==> config.mk <==
export PLATFORM = sky130hd
export DESIGN_NAME = ygbd_fifo
export DESIGN_NICKNAME = d
export VERILOG_FILES = /design/src/hdl/ygbd_pkg.sv /design/src/hdl/ygbd_fifo.sv
export SDC_FILE = /design/constraint.sdc
export NUM_CORES = 1
export LEC_CHECK = 0
export BUFFER_PORTS_ARGS = -buffer_cell sky130_fd_sc_hd__buf_2
export CORE_ASPECT_RATIO = 2
export CORE_MARGIN = 8
export CORE_UTILIZATION = 45
export DETAILED_ROUTE_END_ITERATION = 16
export PLACE_DENSITY_LB_ADDON = 0.1
export SLEW_MARGIN = 20
export SYNTH_ARGS = -nofsm -noshare
export SYNTH_HDL_FRONTEND = slang
export SYNTH_SLANG_ARGS = --single-unit
==> constraint.sdc <==
create_clock -name i_clk -period 13.6 [get_ports i_clk]
set_input_delay 1.36 -clock i_clk [delete_from_list [all_inputs] [get_ports i_clk]]
set_output_delay 1.36 -clock i_clk [all_outputs]
set_load 0.01 [all_outputs]
==> src/hdl/ygbd_pkg.sv <==
// Package for the grid box decoder: payload and job types, register map,
// sequencer states and the sigmoid table generator. No dependencies.
`default_nettype none
package ygbd_pkg;

    localparam int SIG_DEPTH = 1024;
    localparam int SIG_AW    = $clog2(SIG_DEPTH);

    typedef logic [15:0] t_sig_rom [SIG_DEPTH];

    typedef struct packed {
        logic signed [15:0] logit;
        logic               last_of_cell;
        logic [7:0]         grid_x;
        logic [7:0]         grid_y;
        logic [2:0]         stride_shift;
        logic [9:0]         anchor_width;
        logic [9:0]         anchor_height;
    } t_in_item;

    typedef struct packed {
        logic [11:0] box_left;
        logic [11:0] box_top;
        logic [11:0] box_right;
        logic [11:0] box_bottom;
        logic [15:0] box_score;
        logic [7:0]  class_id;
    } t_out_item;

    typedef struct packed {
        logic [15:0] score_threshold;
        logic [15:0] inverse_scale;
        logic [11:0] pad_x;
        logic [11:0] pad_y;
        logic [11:0] clip_width;
        logic [11:0] clip_height;
        logic [7:0]  class_count;
    } t_cfg;

    // One finished cell, handed from the front end to the decode sequencer.
    typedef struct packed {
        logic signed [15:0] lg_x;
        logic signed [15:0] lg_y;
        logic signed [15:0] lg_w;
        logic signed [15:0] lg_h;
        logic signed [15:0] lg_obj;
        logic signed [15:0] lg_cls;
        logic [7:0]         class_id;
        logic [7:0]         grid_x;
        logic [7:0]         grid_y;
        logic [2:0]         stride_shift;
        logic [9:0]         anchor_width;
        logic [9:0]         anchor_height;
    } t_job;

    typedef enum logic [2:0] {
        ST_IDLE,
        ST_LOOK,
        ST_SCORE,
        ST_SIZE_SQ,
        ST_SIZE_MUL,
        ST_EDGE,
        ST_OUT
    } t_back_state;

    localparam logic [2:0] REG_SCORE_THRESHOLD = 3'd0;
    localparam logic [2:0] REG_INVERSE_SCALE   = 3'd1;
    localparam logic [2:0] REG_PAD_X           = 3'd2;
    localparam logic [2:0] REG_PAD_Y           = 3'd3;
    localparam logic [2:0] REG_CLIP_WIDTH      = 3'd4;
    localparam logic [2:0] REG_CLIP_HEIGHT     = 3'd5;
    localparam logic [2:0] REG_CLASS_COUNT     = 3'd6;

    localparam logic [8:0] HEADER_LEN = 9'd5;

    // Table address for a Q5.10 logit covering [-8, 8).
    function automatic logic [SIG_AW-1:0] sig_index(input logic signed [15:0] lg);
        logic signed [17:0] v;
        logic [17:0]        q;
        begin
            v = 18'(lg) + 18'sd8192;
            q = 18'(v >>> 4);
            if (v < 0) begin
                sig_index = '0;
            end else if (q > 18'(SIG_DEPTH - 1)) begin
                sig_index = SIG_AW'(SIG_DEPTH - 1);
            end else begin
                sig_index = q[SIG_AW-1:0];
            end
        end
    endfunction

    // Builds the Q0.16 sigmoid table at elaboration. exp(-|x|) comes from a
    // short Taylor series at |x|/256 followed by eight squarings.
    function automatic t_sig_rom build_sig_rom();
        t_sig_rom         tbl;
        longint           xq20;
        longint unsigned  a, u, t1, t2, t3, t4, e, den, num, rem, quo;
        int               k, b;
        begin
            for (int i = 0; i < SIG_DEPTH; i++) begin
                xq20 = longint'(((64'(2 * i + 1)) << 23) / SIG_DEPTH) - (longint'(8) << 20);
                a    = (xq20 < 0) ? longint'(-xq20) : longint'(xq20);
                u    = a << 3;
                t1   = u;
                t2   = ((t1 * u) >> 31) >> 1;
                t3   = ((t2 * u) >> 31) / 3;
                t4   = ((t3 * u) >> 31) >> 2;
                e    = 64'h8000_0000 - t1 + t2 - t3 + t4;
                for (k = 0; k < 8; k++) begin
                    e = (e * e) >> 31;
                end
                den = 64'h8000_0000 + e;
                num = ((xq20 >= 0) ? 64'h8000_0000 : e);
                num = (num << 16) + (den >> 1);
                rem = '0;
                quo = '0;
                for (b = 63; b >= 0; b--) begin
                    rem = (rem << 1) | ((num >> b) & 64'd1);
                    if (rem >= den) begin
                        rem = rem - den;
                        quo = quo | (64'd1 << b);
                    end
                end
                tbl[i] = (quo > 64'd65535) ? 16'hFFFF : quo[15:0];
            end
            build_sig_rom = tbl;
        end
    endfunction

endpackage
`default_nettype wire

==> src/hdl/ygbd_fifo.sv <==
// Two-entry job queue between the front end and the decode sequencer.
// Depends on ygbd_pkg.
`default_nettype none
module ygbd_fifo (
    input  wire logic       i_clk,
    input  wire logic       i_rst_n,
    input  wire logic       i_push,
    input  wire ygbd_pkg::t_job i_job,
    input  wire logic       i_pop,
    output logic            o_full,
    output logic            o_empty,
    output ygbd_pkg::t_job  o_job
);

    ygbd_pkg::t_job r_mem [2];
    logic           r_wptr, r_rptr;
    logic [1:0]     r_fill;

    assign o_full  = (r_fill == 2'd2);
    assign o_empty = (r_fill == 2'd0);
    assign o_job   = r_mem[r_rptr];

    always_ff @(posedge i_clk) begin
        if (!i_rst_n) begin
            r_wptr <= 1'b0;
            r_rptr <= 1'b0;
            r_fill <= '0;
        end else begin
            if (i_push) begin
                r_wptr <= ~r_wptr;
            end
            if (i_pop) begin
                r_rptr <= ~r_rptr;
            end
            r_fill <= r_fill + 2'(i_push) - 2'(i_pop);
        end
    end

    always_ff @(posedge i_clk) begin
        if (i_push) begin
            r_mem[r_wptr] <= i_job;
        end
    end

endmodule
`default_nettype wire

Word-level counts from Yosys, hierarchy flattened --
Memories as Yosys holds them, arrays and structs flattened. A register that Yosys moved wholly into a read port is not among the register bits. Cells that the tools add are included.
Word-level totals: memories 1, bits in registers 4, input bits 147, logic and storage cells 14, bits in writable memories 286, output and inout bits 145
Memories:
- r_mem | depth 2, bits a word 143, read ports 1, clocked after memory_dff 1, write ports 1, line ygbd_fifo.sv:15 | ygbd_pkg::t_job r_mem [2];
Cells by class: reduce and logical (&&, ||, !) cells 1, add/sub/neg operators 2, equal/unequal tests 1, mux-type cells 4, bitwise gates (word level) 2
Operator list (count):
- two-way mux 1 bit | 4
- adder 2 x 1 -> 2 bit | 1
- == test 2 bit, second input constant | 1
- zero test 2 bit | 1
- NOT 1 bit | 2
- subtractor 2 x 1 -> 2 bit | 1

Logic depth before layout (Yosys ltp) --
depth after elaboration 3, depth in mapped cells 6, gate-level depth less buffers 6

Worst setup path before layout --
Ideal clock, no wire load.
kind in2reg, from in i_push, to mem r_mem[0][0] in the netlist's numbering, enable pin, path slack 5.356 ns, stages 1, data arrival time 7.580 ns, buffers on the path 0, required time 12.936 ns, library setup time 0.664 ns, path through nor2b_1
On the way: cells in the longest elaborated chain, start to end 2
RTL lines:
- from (decl) | line ygbd_fifo.sv:7 | input wire logic i_push,
- two-way mux 1 bit | line ygbd_fifo.sv:40 | if (i_push) begin
- two-way mux 1 bit (not written as such) | line ygbd_fifo.sv:41 | r_mem[r_wptr] <= i_job;
- to (decl) | line ygbd_fifo.sv:15
No other way between the ends.

==> results_dict.tcl <==
set metrics [dict create \
    slew_headroom_pct 44.4 \
    synth-edff-count 286 \
    syn_area_sq_um 10800 \
    cts_buffers 25 \
    syn_nets 615 \
    yosysTopAreaCell "edfxtp_1" \
    synthTopCellsByCount "286 x edfxtp_1, 73 x mux2_2, 70 x mux2_4" \
    dieArea_sq_um 29600 \
    cts_tree "yes" \
    syn_inst 466 \
    cts_sinks 291 \
    synth_cell_type_count 14 \
    port_buffers 291 \
    skew_ps 11.7 \
    stdcell_count 1085 \
    ant_nets 0 \
    post_cts_buffers 0 \
    hold_viol 0 \
    rows 80 \
    wl_per_cell_um 21.1 \
    maxCapViolCount 0 \
    setup_viol 0 \
    fin_total_pwr_mw 1.94 \
    finalSetupTns_ps 0 \
    clock.fmax_ghz 0.210 \
    max_stage_delay_ps 790 \
    path_common_cell "buf_4" \
    gp_congestion 0.746 \
    rsz0062_at_grt "false" \
    syn_avg_cell_area_sq_um 23.2 \
    yosysMostFrequentCell "edfxtp_1" \
    drcViolationCount 0 \
    grt-ovfl-total 0 \
    syn_to_final_growth_pct 23.3 \
    ys_ff_latch 291 \
    drtIter0Drc 274 \
    clk_latency_ps 520 \
    synth_top_flop_cell "edfxtp_1" \
    hpwl_um 16100 \
    nets 924 \
    place_inst 1035 \
    chipHeight_um 235 \
    cts_hold_buf 0 \
    outcome "complete, no violations" \
    grt_usage_pct 15.2 \
    required_ps 12240 \
    cpMaxStageDelayCell "dfxtp_4" \
    critPathMaxFanout 52 \
    coreArea_sq_um 23700 \
    rrSetupSlack_ps 11560 \
    cts_root_buf "clkbuf_16" \
    synth_warnings 0 \
    synth_area_leaders "edfxtp_1 79%, mux2_4 9.7%, mux2_2 7.6%" \
    synthArstFlopShare_pct 0 \
    nFillCells 1903 \
    hp-class "flip-flop to flip-flop" \
    arrival_ps 3410 \
    slew_violations 0 \
    vdd_drop_max_uv 110 \
    start_util_pct 45.6 \
    cp-end-kind "primary output" \
    p_leak_nw 5.14 \
    crit_chain "buf_4, buf_4, mux2_2, buf_2" \
    period_needed_ps 4770 \
    die_w_um 126 \
    crit_type "flip-flop to primary output" \
    worstMarginPinSlew_ps 833 \
    fin_crit_sh_pct 35.0 \
    p_per_area_nw_per_um2 145 \
    fin_util_pct 56.2 \
    vias_per_cell 4.96 \
    grt_pass1_wl_um 34400 \
    drive_gt1_share_pct 59.8 \
    drt-total-wl_um 22900 \
    cts_resized 0 \
    yosysSeqAreaShare_pct 80.3 \
    clk_pin_slew_ps 60 \
    antenna_found_initial 10 \
    clk_path_buf_depth 3 \
    htree_levels 1 \
    cp-start-kind "flip-flop" \
    first_pass_iters 4 \
    grt_max_degree 54 \
    grt_pass1_vias 6111 \
    synth.top_cell.area_share_pct 79.4 \
    dr_total_vias 5378 \
    io_pins 292 \
]
-- power breakdown --
part | switching, mW | internal, mW | leakage [nW] | total, mW
sequential | 0.0172 | 1.04 | 2.73 | 1.05
clock | 0.293 | 0.377 | 0.367 | 0.669
combinational | 0.107 | 0.108 | 2.05 | 0.215
total | 0.417 | 1.52 | 5.14 | 1.94
-- flip-flops by register name, summed over array words and instances (netlist names), named ones only --
signal / flops
r_mem: 286
r_fill: 2
r_rptr: 1
r_wptr: 1
-- final timing paths --
| kind | start | end | cells after the start |
|---|---|---|---|
| hold reg to reg | r_rptr | flip-flop | 2 |
| setup reg to reg | r_wptr | r_mem[1][32] | 2 |
| hold / removal | r_rptr | flip-flop | 2 |
| setup / recovery | flip-flop | o_job[35] | 4 |
-- through the flow --
stage | instance area, sq um | hold WS [ps] | setup slack, ps
4_1_cts | 13300 | 584 | 8680
5_1_grt | 13300 | 614 | 8550
6_report | 13300 | 576 | 8830
3_5_place_dp | 12600 | 572 | 9240
2_1_floorplan | 10800 | 555 | 5360
3_3_place_gp | 12600 | 558 | 9280
-- kinds of logic (layout without fill, tap and decap cells) --
| kind of cell | Yosys count | in the layout | synth area share, % |
|---|---|---|---|
| flip-flops | 291 | 291 | 80.3 |
| adder cells (fa/ha/maj) | 2 | 2 | 0.231 |
| AND/OR/NAND/NOR | 9 | 9 | 0.497 |
| AO/OA/AOI/OAI | 1 | 1 | 0.0694 |
| other | 0 | 6 | 0 |
| buffers and inverters | 18 | 344 | 1.33 |
| multiplexers | 143 | 143 | 17.3 |
| XOR/XNOR | 2 | 2 | 0.289 |
-- cell type report --
| cell class | count | area (sq um) | share of cell area [%] |
|---|---|---|---|
| Timing Repair Buffer | 298 | 1510 | 11.3 |
| Clock buffer | 34 | 659 | 4.94 |
| Antenna cell | 6 | 15.0 | 0.113 |
| Multi-Input combinational cell | 157 | 2000 | 15.0 |
| Clock inverter | 10 | 97.6 | 0.732 |
| Tap cell | 287 | 359 | 2.69 |
| Sequential cell | 291 | 8690 | 65.2 |
| Inverter | 2 | 7.51 | 0.0563 |
-- per-layer routing --
layer | GRT usage (%) | vias to the layer above | wire length, um
met3 | 4.95 | 49 | 1710
met5 | 0 | - | 32
li1 | - | 2476 | -
met4 | 7.58 | 6 | 818
met2 | 27.8 | 194 | 12500
met1 | 14.8 | 2653 | 7880
-- worst max-delay path, delay by kind of cell (launching register included) --
kind     cells  cell delay [ps]
buf+inv      3             1640
flops        1              790
mux          1              430
-- layout by cell type, fill, tap and decap left out, drive strengths merged --
cell type / Yosys / final
buf: 16 / 298
edfxtp: 286 / 286
mux2: 143 / 143
clkbuf: 0 / 34
clkinv: 0 / 8
diode: 0 / 6
dfxtp: 5 / 5
and2: 4 / 4
nor2b: 4 / 4
inv: 2 / 2
ha: 2 / 2
bufinv: 0 / 2
nor2: 1 / 1
xor2: 1 / 1
o21a: 1 / 1
xnor3: 1 / 1
(Power assumes the default switching activity.)
