[config.mk]
export PLATFORM = sky130hd
export DESIGN_NAME = ygbd_front
export DESIGN_NICKNAME = d
export VERILOG_FILES = /design/src/hdl/ygbd_pkg.sv /design/src/hdl/ygbd_front.sv
export SDC_FILE = /design/constraint.sdc
export NUM_CORES = 1
export LEC_CHECK = 0
export CORE_ASPECT_RATIO = 0.75
export CORE_MARGIN = 5
export CORE_UTILIZATION = 56
export CTS_BUF_LIST = sky130_fd_sc_hd__clkbuf_4
export DETAILED_ROUTE_END_ITERATION = 8
export DONT_BUFFER_PORTS = 1
export HOLD_SLACK_MARGIN = 0.06
export PLACE_DENSITY_LB_ADDON = 0.15
export REMOVE_ABC_BUFFERS = 1
export SETUP_SLACK_MARGIN = 0.3
export SYNTH_ARGS = -nofsm -noshare
export SYNTH_HDL_FRONTEND = slang
export SYNTH_SLANG_ARGS = --single-unit
[constraint.sdc]
create_clock -name i_clk -period 8.8 [get_ports i_clk]
set_clock_uncertainty 0.2 [all_clocks]
set_input_delay 1.32 -clock i_clk [delete_from_list [all_inputs] [get_ports i_clk]]
set_output_delay 1.32 -clock i_clk [all_outputs]
set_load 0.01 [all_outputs]
[src/hdl/ygbd_pkg.sv]
// Package for the grid box decoder: payload and job types, register map,
// sequencer states and the sigmoid table generator. No dependencies.
`default_nettype none
package ygbd_pkg;

    localparam int SIG_DEPTH = 1024;
    localparam int SIG_AW    = $clog2(SIG_DEPTH);

    typedef logic [15:0] t_sig_rom [SIG_DEPTH];

    typedef struct packed {
        logic signed [15:0] logit;
        logic               last_of_cell;
        logic [7:0]         grid_x;
        logic [7:0]         grid_y;
        logic [2:0]         stride_shift;
        logic [9:0]         anchor_width;
        logic [9:0]         anchor_height;
    } t_in_item;

    typedef struct packed {
        logic [11:0] box_left;
        logic [11:0] box_top;
        logic [11:0] box_right;
        logic [11:0] box_bottom;
        logic [15:0] box_score;
        logic [7:0]  class_id;
    } t_out_item;

    typedef struct packed {
        logic [15:0] score_threshold;
        logic [15:0] inverse_scale;
        logic [11:0] pad_x;
        logic [11:0] pad_y;
        logic [11:0] clip_width;
        logic [11:0] clip_height;
        logic [7:0]  class_count;
    } t_cfg;

    // One finished cell, handed from the front end to the decode sequencer.
    typedef struct packed {
        logic signed [15:0] lg_x;
        logic signed [15:0] lg_y;
        logic signed [15:0] lg_w;
        logic signed [15:0] lg_h;
        logic signed [15:0] lg_obj;
        logic signed [15:0] lg_cls;
        logic [7:0]         class_id;
        logic [7:0]         grid_x;
        logic [7:0]         grid_y;
        logic [2:0]         stride_shift;
        logic [9:0]         anchor_width;
        logic [9:0]         anchor_height;
    } t_job;

    typedef enum logic [2:0] {
        ST_IDLE,
        ST_LOOK,
        ST_SCORE,
        ST_SIZE_SQ,
        ST_SIZE_MUL,
        ST_EDGE,
        ST_OUT
    } t_back_state;

    localparam logic [2:0] REG_SCORE_THRESHOLD = 3'd0;
    localparam logic [2:0] REG_INVERSE_SCALE   = 3'd1;
    localparam logic [2:0] REG_PAD_X           = 3'd2;
    localparam logic [2:0] REG_PAD_Y           = 3'd3;
    localparam logic [2:0] REG_CLIP_WIDTH      = 3'd4;
    localparam logic [2:0] REG_CLIP_HEIGHT     = 3'd5;
    localparam logic [2:0] REG_CLASS_COUNT     = 3'd6;

    localparam logic [8:0] HEADER_LEN = 9'd5;

    // Table address for a Q5.10 logit covering [-8, 8).
    function automatic logic [SIG_AW-1:0] sig_index(input logic signed [15:0] lg);
        logic signed [17:0] v;
        logic [17:0]        q;
        begin
            v = 18'(lg) + 18'sd8192;
            q = 18'(v >>> 4);
            if (v < 0) begin
                sig_index = '0;
            end else if (q > 18'(SIG_DEPTH - 1)) begin
                sig_index = SIG_AW'(SIG_DEPTH - 1);
            end else begin
                sig_index = q[SIG_AW-1:0];
            end
        end
    endfunction

    // Builds the Q0.16 sigmoid table at elaboration. exp(-|x|) comes from a
    // short Taylor series at |x|/256 followed by eight squarings.
    function automatic t_sig_rom build_sig_rom();
        t_sig_rom         tbl;
        longint           xq20;
        longint unsigned  a, u, t1, t2, t3, t4, e, den, num, rem, quo;
        int               k, b;
        begin
            for (int i = 0; i < SIG_DEPTH; i++) begin
                xq20 = longint'(((64'(2 * i + 1)) << 23) / SIG_DEPTH) - (longint'(8) << 20);
                a    = (xq20 < 0) ? longint'(-xq20) : longint'(xq20);
                u    = a << 3;
                t1   = u;
                t2   = ((t1 * u) >> 31) >> 1;
                t3   = ((t2 * u) >> 31) / 3;
                t4   = ((t3 * u) >> 31) >> 2;
                e    = 64'h8000_0000 - t1 + t2 - t3 + t4;
                for (k = 0; k < 8; k++) begin
                    e = (e * e) >> 31;
                end
                den = 64'h8000_0000 + e;
                num = ((xq20 >= 0) ? 64'h8000_0000 : e);
                num = (num << 16) + (den >> 1);
                rem = '0;
                quo = '0;
                for (b = 63; b >= 0; b--) begin
                    rem = (rem << 1) | ((num >> b) & 64'd1);
                    if (rem >= den) begin
                        rem = rem - den;
                        quo = quo | (64'd1 << b);
                    end
                end
                tbl[i] = (quo > 64'd65535) ? 16'hFFFF : quo[15:0];
            end
            build_sig_rom = tbl;
        end
    endfunction

endpackage
`default_nettype wire

[src/hdl/ygbd_front.sv]
// Front end: counts the elements of a cell, keeps the box and objectness
// logits and the running class argmax, and emits one job per complete cell.
// Depends on ygbd_pkg.
`default_nettype none
module ygbd_front #(
    parameter int MAX_CLASSES = 80
) (
    input  wire logic              i_clk,
    input  wire logic              i_rst_n,
    input  wire logic              i_accept,
    input  wire ygbd_pkg::t_in_item i_item,
    input  wire logic [7:0]        i_class_count,
    output logic                   o_push,
    output ygbd_pkg::t_job         o_job
);

    localparam logic [8:0] MAX_CLS = 9'(MAX_CLASSES);

    logic [8:0]         r_count, n_count;
    logic signed [15:0] r_box [4];
    logic signed [15:0] r_obj;
    logic signed [15:0] r_best, n_best;
    logic [7:0]         r_best_idx, n_best_idx;
    logic [8:0]         limit;
    logic [8:0]         cls;
    logic               take;

    assign limit = ({1'b0, i_class_count} < MAX_CLS) ? {1'b0, i_class_count} : MAX_CLS;
    assign cls   = r_count - ygbd_pkg::HEADER_LEN;
    assign take  = (r_count >= ygbd_pkg::HEADER_LEN) &&
                   ((cls == 9'd0) || ((cls < limit) && (i_item.logit > r_best)));

    always_comb begin
        n_best     = take ? i_item.logit : r_best;
        n_best_idx = take ? cls[7:0] : r_best_idx;
        if (i_item.last_of_cell) begin
            n_count = '0;
        end else if (r_count != 9'd511) begin
            n_count = r_count + 9'd1;
        end else begin
            n_count = r_count;
        end
    end

    always_ff @(posedge i_clk) begin
        if (!i_rst_n) begin
            r_count    <= '0;
            r_best_idx <= '0;
        end else if (i_accept) begin
            r_count    <= n_count;
            r_best_idx <= n_best_idx;
        end
    end

    always_ff @(posedge i_clk) begin
        if (i_accept) begin
            if (r_count < 9'd4) begin
                r_box[r_count[1:0]] <= i_item.logit;
            end
            if (r_count == 9'd4) begin
                r_obj <= i_item.logit;
            end
            r_best <= n_best;
        end
    end

    assign o_push = i_accept && i_item.last_of_cell && (r_count >= ygbd_pkg::HEADER_LEN);

    always_comb begin
        o_job.lg_x          = r_box[0];
        o_job.lg_y          = r_box[1];
        o_job.lg_w          = r_box[2];
        o_job.lg_h          = r_box[3];
        o_job.lg_obj        = r_obj;
        o_job.lg_cls        = n_best;
        o_job.class_id      = n_best_idx;
        o_job.grid_x        = i_item.grid_x;
        o_job.grid_y        = i_item.grid_y;
        o_job.stride_shift  = i_item.stride_shift;
        o_job.anchor_width  = i_item.anchor_width;
        o_job.anchor_height = i_item.anchor_height;
    end

endmodule
`default_nettype wire

After elaboration in Yosys (flattened, before gate mapping)
Memories as Yosys holds them, arrays and structs flattened.
Cells that the tools add are included.
{ "word_totals": {"ramBits": 64, "elab_cells": 31, "regBits": 49, "mem_count": 1} }
{ "op_classes": {"n_eq_ne": 2, "n_mux": 8, "magnitude_cmp": 5, "n_addsub": 2, "n_reduce_logical": 9} }
{ "memory_table": {"columns": ["memory", "depth", "word_bits", "rd", "rd_clocked_by_memory_dff", "write_ports", "line", "source"], "rows": [
  ["r_box", 4, 16, 4, 0, 1, "ygbd_front.sv:20", "logic signed [15:0] r_box [4];"]
]} }
{ "ops": {"columns": ["operator", "count"], "rows": [
  ["2-to-1 mux 9 bit", 2],
  ["greater-than comparator 16 bit", 1],
  ["2-to-1 mux 16 bit", 1],
  ["2-to-1 mux 8 bit", 2],
  ["adder 9 x 1 -> 9 bit (second input constant)", 1],
  ["equality test 9 x 3 -> 1 bit (second input constant)", 1],
  ["greater-or-equal comparator 9 x 3 -> 1 bit (second input constant)", 1],
  ["zero test 9 bit", 1],
  ["less-than comparator 9 x 3 -> 1 bit (second input constant)", 1],
  ["less-than comparator 9 x 8 -> 1 bit", 1],
  ["inequality test 9 bit (second input constant)", 1],
  ["subtractor 9 x 3 -> 9 bit (second input constant)", 1],
  ["less-than comparator 8 x 7 -> 1 bit (second input constant)", 1],
  ["logical AND 1 bit", 4],
  ["AND reduction 2 bit", 2],
  ["2-to-1 mux 1 bit", 3],
  ["nonzero test 2 bit", 1],
  ["logical OR 1 bit", 1]
]} }

Longest topological paths before layout
Gate-level depths: netlist of the first run.
{ "logic_depth": {"ltp_word": 7, "mapped_depth": 16, "mapped_depth_nobuf": 14} }

Least setup slack after synthesis of the first run
Ideal clock, no wire load.
{ "synth_timing": {"path_type": "input to output", "start": "input port i_class_count[5]", "end": "output port o_job[50] (netlist bit)", "arrival_ps": 3467, "cell_stages": 12, "path_buffers": 1, "setup_slack_ps": 3813, "path_cell_list": "o21ai_0 > and2_1 > nor2b_1 > ha_1 > a21oi_1 > o21ai_0 > o2111ai_1 > o2111ai_2 > a31oi_4 > o21ai_4 > buf_12 > mux2_4"} }
{ "synth_lines": {"columns": ["element", "line", "source"], "rows": [
  ["start: declaration", "ygbd_front.sv:12", "input wire logic [7:0] i_class_count,"],
  ["end: declaration", "ygbd_front.sv:14", "output ygbd_pkg::t_job o_job"]
]} }

==> impl_metrics.json, run 1 <==
{
  "status": "finished clean",
  "fin_nets": 452,
  "grt_pass1_vias": 2726,
  "finalSetupTns_ps": 0,
  "final_area_mm2": 0.00539,
  "netSwitchingFraction_pct": 24.4,
  "detail-route-antenna-nets": 0,
  "hold_path_startpoint": "r_best_idx[5]$_SDFFE_PN0P_",
  "placementRows": 30,
  "wl_per_cell_um": 24.3,
  "grt.total_usage_pct": 21.1,
  "worstMarginPinSlew_ps": 1120,
  "syn_to_final_growth_pct": 2.01,
  "r2r_end": "r_best[15]$_DFFE_PP_",
  "die_h_um": 94.1,
  "dr_total_vias": 2862,
  "p_int_w": 0.000823,
  "worst_hold_path_type": "flip-flop to flip-flop",
  "utilization_pct": 59.1,
  "post-cts-setup-buffers": 0,
  "drc_errors": 0,
  "numCtsBuffers": 17,
  "dr.pass1.iters": 4,
  "min_period_over_period_pct": 68.8,
  "fmax_mhz": 165,
  "yosysWarnings": 0,
  "clkLatencyLatePin_ps": 510,
  "start_util_pct": 57.9,
  "start_kind": "flip-flop",
  "postCtsHoldBufs": 0,
  "reg2regPathDepth": 13,
  "grt_max_degree": 25,
  "hold-path-endpoint": "r_best_idx[5]$_SDFFE_PN0P_",
  "switchingPower_w": 0.000265,
  "final_common_cell": "edfxtp_1",
  "cp.required_ps": 7280,
  "layout_common_cells": "96 x edfxtp_1, 32 x nand2_1, 30 x ha_1, 28 x inv_1, 18 x mux2_4",
  "cts_tree": "yes",
  "grt_pass1_wl_um": 17300,
  "finalWeightedCongestion": 0.842,
  "leakage_nw": 2.09,
  "antenna_found_initial": 0,
  "holdPathStages": 2,
  "cp-end-kind": "primary output",
  "sequentialPowerShare_pct": 56.0,
  "clockBufferDepth": 2,
  "syn_inst": 383,
  "worst_ir_drop_vdd_mv": 0.143,
  "path_clk_slew_ps": 130,
  "synth_seq_area_share_pct": 61.0,
  "insertedDiodeCount": 0,
  "setup_viol": 0,
  "rr_startpoint": "r_count[0]$_SDFFE_PN0P_",
  "path_max_fanout": 24,
  "crit_arrival_ps": 4530,
  "viasPerCell": 5.77,
  "ys_ff_latch": 113,
  "cts_root_buf": "clkbuf_4",
  "syn-cell-area_mm2": 0.00529,
  "dpl_cell_area_mm2": 0.00507,
  "syn_avg_cell_area_um2": 13.8,
  "htreeDepth": 4,
  "gr-total-overflow": 0,
  "maxSlewHeadroom_pct": 25.1,
  "io_pins": 211,
  "drt_iter0_drc": 188,
  "hold_viol_final": 0,
  "drive_above_1_share_pct": 17.9,
  "r2r_slack_ps": 4320,
  "fin_total_pwr_w": 0.00109,
  "synth_cell_types": 48,
  "cap_violations": 0,
  "p_comb_share_pct": 4.5,
  "rsz0062_at_grt": "no",
  "dieArea_mm2": 0.0115,
  "core_area_mm2": 0.00912,
  "path_class": "flip-flop to primary output",
  "clockPowerShare_pct": 39.5,
  "io_buffers": 0,
  "cts_sinks": 113,
  "powerDensity_mw_per_mm2": 202,
  "hpwl_um": 8550,
  "drv_slew": 0,
  "cts-resized-gates": 0,
  "wl_um": 12100,
  "min_period_ps": 6050,
  "die_w_um": 122,
  "crit_path_start": "r_count[0]$_SDFFE_PN0P_"
}
synthesized netlist by cell type, drive strengths merged:
cell | n | share of area, %
mux2 | 22 | 6.0
nand2 | 32 | 2.3
conb | 1 | 0.071
a21oi | 10 | 0.95
nor2b | 6 | 0.71
o311ai | 1 | 0.31
nor4 | 2 | 0.24
o2111ai | 2 | 0.45
nand2b | 3 | 0.36
a31oi | 1 | 0.40
clkbuf | 2 | 0.17
a22o | 2 | 0.33
xnor2 | 6 | 0.99
nand4 | 7 | 0.83
ha | 30 | 7.1
o21ai | 7 | 0.95
and3 | 2 | 0.24
edfxtp | 96 | 55
a311oi | 1 | 0.17
or3 | 3 | 0.50
a41oi | 2 | 0.33
o211a | 1 | 0.19
nand3b | 2 | 0.52
nand3 | 4 | 0.38
o31ai | 1 | 0.14
xor2 | 6 | 0.99
dfxtp | 17 | 6.4
o22ai | 9 | 1.1
nor2 | 16 | 1.1
inv | 28 | 2.0
a21o | 3 | 0.43
and2 | 7 | 0.85
nor3b | 1 | 0.14
buf | 45 | 7.0
a221oi | 1 | 0.17
a22oi | 3 | 0.43
a211oi | 1 | 0.24
per-layer routing:
metal | part of all wire (%) | wire, um | global-route usage (%) | vias up
met5 | 0 | 0 | 3.85 | -
met4 | 0.41 | 50 | 5.68 | 0
met3 | 15 | 1800 | 15.2 | 6
met2 | 39 | 4670 | 25.3 | 185
met1 | 46 | 5530 | 29.2 | 1381
li1 | - | - | - | 1290
power groups by stage:
stage               Sequential, W  Combinational (W)  Clock (W)
floorplan                0.000618          0.0000373          0
global placement         0.000621          0.0000485          0
detailed placement       0.000621          0.0000493          0
CTS                      0.000609          0.0000497   0.000440
global route             0.000610          0.0000561   0.000465
finish                   0.000609          0.0000490   0.000430
critical path, cell delays in order (launching register included):
cell,delay [ps]
dfxtp_1,660
inv_1,210
ha_1,260
nand2b_1,240
nand2_1,180
nand2_1,110
ha_1,330
nand4_1,100
a41oi_1,180
o2111ai_1,170
o2111ai_2,130
a31oi_4,90
o21ai_4,850
mux2_2,480
registers in the layout, indices dropped and copies added, names as in the netlist:
| name | cells |
|---|---|
| r_best_idx | 8 |
| r_best | 16 |
| r_obj | 16 |
| r_box | 64 |
| r_count | 9 |
stage by stage:
step | instances | worst slack (ps) | hold slack (ps)
floorplan | 336 | 3620 | 236
global placement | 464 | 3210 | 246
detailed placement | 464 | 3150 | 259
CTS | 496 | 2690 | 276
global route | 496 | 2360 | 308
finish | 496 | 2750 | 284
worst max path at each step:
stage                           end  slack [ps]  cells after the start
after floorplan           o_job[47]        3620                     11
after global placement    o_job[62]        3210                     11
after detailed placement  o_job[62]        3150                     11
after CTS                 o_job[62]        2690                     13
after global routing      o_job[62]        2360                     13
final                     o_job[62]        2750                     13
kinds of logic after synthesis:
kind of cell	synth area share [%]
flip-flops	61.0
adder cells (fa/ha/maj)	7.10
buffers and inverters	9.19
XOR/XNOR	1.99
AO/OA/AOI/OAI	6.53
multiplexers	5.97
AND/OR/NAND/NOR	8.17
other	0.0710
cell type report:
type | count | area (um^2)
Clock inverter | 15 | 196
Inverter | 28 | 105
Multi-Input combinational cell | 195 | 1580
Fill cell | 707 | 3730
Tap cell | 128 | 160
Clock buffer | 17 | 128
Sequential cell | 113 | 3220
Power figures use the tool's default switching activity.
==> run 2: changes to the inputs <==
- clock period: 8.8 -> 5.4 ns (I/O delays scaled with it)
==> run 2 against run 1 <==
- non-clock buffer count is 4 higher
- combinational power rose by 64%
- setup slack lost 2200 ps
- worst hold slack worse by 96 ps
- die area stayed put
- core utilization is 0.082 points lower
- register-to-register slack got worse by 2700 ps
- sequential cell count unchanged
- critical path type unchanged
- wire length is 5.4% higher
==> impl_metrics.json, run 2 (synthesis results as in run 1) <==
{
  "status": "finished clean",
  "path_max_fanout": 11,
  "rsz0062_at_grt": "no",
  "maxSlewHeadroom_pct": 27.8,
  "gr-total-overflow": 0,
  "crit_arrival_ps": 3840,
  "placementRows": 30,
  "clockBufferDepth": 2,
  "wl_um": 12700,
  "hold_path_startpoint": "i_item[40]",
  "r2r_slack_ps": 1600,
  "dieArea_mm2": 0.0115,
  "path_class": "flip-flop to primary output",
  "worst_ir_drop_vdd_mv": 0.246,
  "min_period_over_period_pct": 89.9,
  "numCtsBuffers": 17,
  "cap_violations": 0,
  "start_kind": "flip-flop",
  "postCtsHoldBufs": 0,
  "hpwl_um": 9040,
  "setup_viol": 0,
  "leakage_nw": 2.09,
  "path_clk_slew_ps": 120,
  "reg2regPathDepth": 14,
  "hold_viol_final": 0,
  "powerDensity_mw_per_mm2": 306,
  "fmax_mhz": 206,
  "wl_per_cell_um": 25.4,
  "drv_slew": 0,
  "io_buffers": 0,
  "die_w_um": 122,
  "cts_sinks": 113,
  "clkLatencyLatePin_ps": 510,
  "drt_iter0_drc": 234,
  "holdPathStages": 0,
  "die_h_um": 94.1,
  "io_pins": 211,
  "cp.required_ps": 4390,
  "antenna_found_initial": 0,
  "worst_hold_path_type": "input port to flip-flop",
  "dr.pass1.iters": 5,
  "min_period_ps": 4850,
  "grt.total_usage_pct": 22.6,
  "syn_to_final_growth_pct": 1.87,
  "layout_common_cells": "96 x edfxtp_1, 32 x nand2_1, 30 x ha_1, 28 x inv_1, 18 x mux2_4",
  "hold-path-endpoint": "r_box[1][0]$_DFFE_PP_",
  "grt_pass1_wl_um": 18300,
  "cts_tree": "yes",
  "largest_register_ffs": 64,
  "grt_pass1_vias": 2921,
  "insertedDiodeCount": 0,
  "cp-end-kind": "primary output",
  "start_util_pct": 57.9,
  "drc_errors": 0,
  "rr_startpoint": "r_count[0]$_SDFFE_PN0P_",
  "detail-route-antenna-nets": 0,
  "finalSetupTns_ps": 0,
  "r2r_end": "r_best[14]$_DFFE_PP_",
  "finalWeightedCongestion": 0.951,
  "final_common_cell": "edfxtp_1",
  "viasPerCell": 5.77,
  "cts_root_buf": "clkbuf_4",
  "fin_nets": 456,
  "fin_total_pwr_w": 0.00165,
  "dr_total_vias": 2886,
  "grt_max_degree": 25,
  "htreeDepth": 4,
  "core_area_mm2": 0.00912,
  "drive_above_1_share_pct": 19.6,
  "worstMarginPinSlew_ps": 1080
}
## run 2: cell types whose count changed in the layout (fill, tap and decap cells not counted), sizes merged
cell      delta
clkinvlp     +2
clkinv       +6
inv          -6
buf          +4
bufinv       -2
## run 2: area by class of cell
type                            count  area [um^2]
Clock buffer                       17          128
Clock inverter                     15          136
Fill cell                         728         3740
Inverter                           28          105
Multi-Input combinational cell    195         1580
Sequential cell                   113         3230
Tap cell                          128          160
Timing Repair Buffer                4         42.5
## run 2: how the worst max path moves through the flow
| stage | startpoint | end | slack (ps) | cells after the start |
|---|---|---|---|---|
| after floorplan | r_count[0]$_SDFFE_PN0P_ | o_job[47] | 1110 | 13 |
| after detailed placement | r_count[0]$_SDFFE_PN0P_ | o_job[53] | 480 | 14 |
| after global routing | r_count[0]$_SDFFE_PN0P_ | o_job[57] | 300 | 14 |
| final | r_count[0]$_SDFFE_PN0P_ | o_job[61] | 550 | 14 |
| after CTS | r_count[1]$_SDFFE_PN0P_ | o_job[57] | 340 | 14 |
| after global placement | r_count[0]$_SDFFE_PN0P_ | o_job[60] | 650 | 14 |
## run 2: worst max-delay path, stage by stage, from the launching register on
cell and delay, ps:
dfxtp_4 440, inv_1 130, ha_1 230, nand2b_2 230, nand2_1 160, nor2_1 70, xor2_1 170, ha_1 330
a21o_1 160, a221oi_1 290, o2111ai_2 210, a31oi_4 260, o21ai_4 100, buf_4 200, mux2_4 350
## run 2: what timing repair did
item                                    in CTS  in global routing
endpoints found under the hold margin        0                  0
resized for setup                            1                  4
endpoints found under the setup margin      24                 24
buffers inserted                             2                  1
pin swaps                                    1                  0
## run 2: power by group
| part | total, W | internal (W) | switching (W) |
|---|---|---|---|
| Combinational | 0.0000806 | 0.0000311 | 0.0000495 |
| Sequential | 0.000992 | 0.000973 | 0.0000195 |
| Clock | 0.000577 | 0.000231 | 0.000346 |
## run 2: per-layer routing
metal  vias to the layer above  track usage (%)  part of all wire, %
li1                       1301                -                    -
met1                      1368             29.5                   44
met2                       205             28.7                   41
met3                        12             16.4                   14
met4                         0             7.36                  1.3
met5                         -             3.85                    0
## run 2: metrics by stage
| step | setup slack [ps] | cells | instance area [um^2] | utilization (%) | hold WS [ps] |
|---|---|---|---|---|---|
| 3_5_place_dp | 476 | 465 | 5070 | 55.6 | 263 |
| 2_1_floorplan | 1110 | 336 | 4900 | - | 236 |
| 6_report | 547 | 500 | 5380 | 59.0 | 189 |
| 4_1_cts | 343 | 499 | 5370 | 58.8 | 136 |
| 3_3_place_gp | 647 | 465 | 5070 | 55.6 | 256 |
| 5_1_grt | 302 | 500 | 5380 | 59.0 | 115 |
==> run 3: changes to the inputs <==
- CORE_MARGIN: 5 -> 2
- clock period: 5.4 -> 5.91 ns (I/O delays scaled with it)
==> run 3 against run 2 <==
- cell count down 0.80%
- worst hold slack better by 92 ps
- clock power down 7.1%
- sequential cell count unchanged
- core utilization down 0.41 points
- count of clock-buffer cells in the layout up 3
- die area down 11%
- non-clock buffer count down 3
- critical path type unchanged
- wire length down 6.2%
==> impl_metrics.json, run 3 (synthesis results as in run 1) <==
{
  "status": "finished clean",
  "placementRows": 30,
  "grt_pass1_wl_um": 16800,
  "layout_common_cells": "96 x edfxtp_1, 32 x nand2_1, 30 x ha_1, 28 x inv_1, 20 x clkbuf_4",
  "clockBufferDepth": 2,
  "switchingPower_w": 0.000338,
  "fmax_mhz": 190,
  "grt.total_usage_pct": 23.6,
  "antenna_found_initial": 0,
  "leakage_nw": 2.07,
  "drv_slew": 0,
  "path_max_fanout": 13,
  "cp-end-kind": "primary output",
  "maxSlewHeadroom_pct": 29.5,
  "largest_register_ffs": 64,
  "die_w_um": 116,
  "detail-route-antenna-nets": 0,
  "clockPowerShare_pct": 35.4,
  "min_period_ps": 5250,
  "drc_errors": 0,
  "syn_to_final_growth_pct": 1.16,
  "start_util_pct": 57.9,
  "die_h_um": 88.1,
  "grt_max_degree": 25,
  "drive_above_1_share_pct": 18.5,
  "min_period_over_period_pct": 88.9,
  "setup_viol": 0,
  "crit_arrival_ps": 4170,
  "netSwitchingFraction_pct": 22.3,
  "utilization_pct": 58.6,
  "wl_um": 11900,
  "dieArea_mm2": 0.0102,
  "worst_ir_drop_vdd_mv": 0.185,
  "clkLatencyLatePin_ps": 480,
  "fin_nets": 453,
  "cap_violations": 0,
  "p_comb_share_pct": 4.8,
  "path_class": "flip-flop to primary output",
  "cts_root_buf": "clkbuf_4",
  "insertedDiodeCount": 0,
  "rsz0062_at_grt": "no",
  "cts_tree": "yes",
  "start_kind": "flip-flop",
  "finalSetupTns_ps": 0,
  "io_buffers": 0,
  "dr_total_vias": 2905,
  "wl_per_cell_um": 24.0,
  "final_common_cell": "edfxtp_1",
  "worstMarginPinSlew_ps": 1060,
  "cts_sinks": 113,
  "reg2regPathDepth": 11,
  "dr.pass1.iters": 4,
  "gr-total-overflow": 0,
  "path_clk_slew_ps": 100,
  "powerDensity_mw_per_mm2": 283,
  "numCtsBuffers": 17,
  "holdPathStages": 2,
  "core_area_mm2": 0.00912,
  "viasPerCell": 5.86,
  "sequentialPowerShare_pct": 59.8,
  "grt_pass1_vias": 2795,
  "p_int_w": 0.00118,
  "cp.required_ps": 4820,
  "io_pins": 211,
  "hpwl_um": 8290,
  "hold_viol_final": 0,
  "post-cts-setup-buffers": 0,
  "htreeDepth": 4,
  "finalWeightedCongestion": 0.882,
  "worst_hold_path_type": "flip-flop to flip-flop",
  "drt_iter0_drc": 276
}
-- run 3: changes by cell type in the layout (fill, tap and decap cells not counted), sizes merged --
cell,before,now
buf,4,1
clkbuf,17,20
clkinv,9,6
inv,30,28
bufinv,1,2
-- run 3: what timing repair did --
action                     in CTS  in global routing
hold buffers                    0                  0
setup endpoints to repair       0                 24
gates resized for setup         0                  3
hold endpoints to repair        0                  0
-- run 3: metrics by stage --
stage                     hold slack, ps  instance area [um^2]  total power [W]  worst slack (ps)  instances
after floorplan                      236                  4900         0.000975              1550        336
after global placement               261                  5070         0.000997              1110        465
final                                281                  5350          0.00151               655        496
after CTS                            242                  5340          0.00153               400        496
after detailed placement             264                  5070         0.000997               973        465
after global routing                 221                  5350          0.00157               310        496
-- run 3: critical path, stage by stage (launching register included) --
cell,delay [ps]
dfxtp_1,410
nor2_1,330
nand2_1,160
or3_2,440
xnor2_1,380
ha_1,320
a221oi_1,320
o2111ai_2,210
a31oi_4,260
o21ai_4,200
buf_4,290
mux2_4,350
-- run 3: area by class of cell --
type,count,area (um^2)
timing repair buffer,1,7.51
multi-input combinational,195,1580
inverter,28,105
sequential,113,3230
tap,128,160
fill,696,3770
clock inverter,11,116
clock buffer,20,150
-- run 3: power by group through the flow --
stage / clock (W) / combinational [W] / sequential, W
final: 0.000536 / 0.0000729 / 0.000906
after CTS: 0.000548 / 0.0000735 / 0.000906
after floorplan: 0 / 0.0000556 / 0.000920
after detailed placement: 0 / 0.0000728 / 0.000924
after global placement: 0 / 0.0000724 / 0.000925
after global routing: 0.000581 / 0.0000833 / 0.000909
-- run 3: final timing paths --
check	start	to	slack (ps)
hold reg to reg	r_best_idx[3]$_SDFFE_PN0P_	r_best_idx[3]$_SDFFE_PN0P_	280
setup / recovery	r_count[3]$_SDFFE_PN0P_	o_job[61]	660
hold / removal	r_best_idx[3]$_SDFFE_PN0P_	r_best_idx[3]$_SDFFE_PN0P_	280
setup reg to reg	r_count[3]$_SDFFE_PN0P_	r_best[9]$_DFFE_PP_	1760
-- run 3: layer usage --
layer	track usage, %	wire length (um)	vias to the layer above
met5	2.38	0	-
met4	6.39	33	0
met3	17.6	1700	2
met2	29.8	4930	182
met1	31.5	5260	1427
li1	-	-	1294
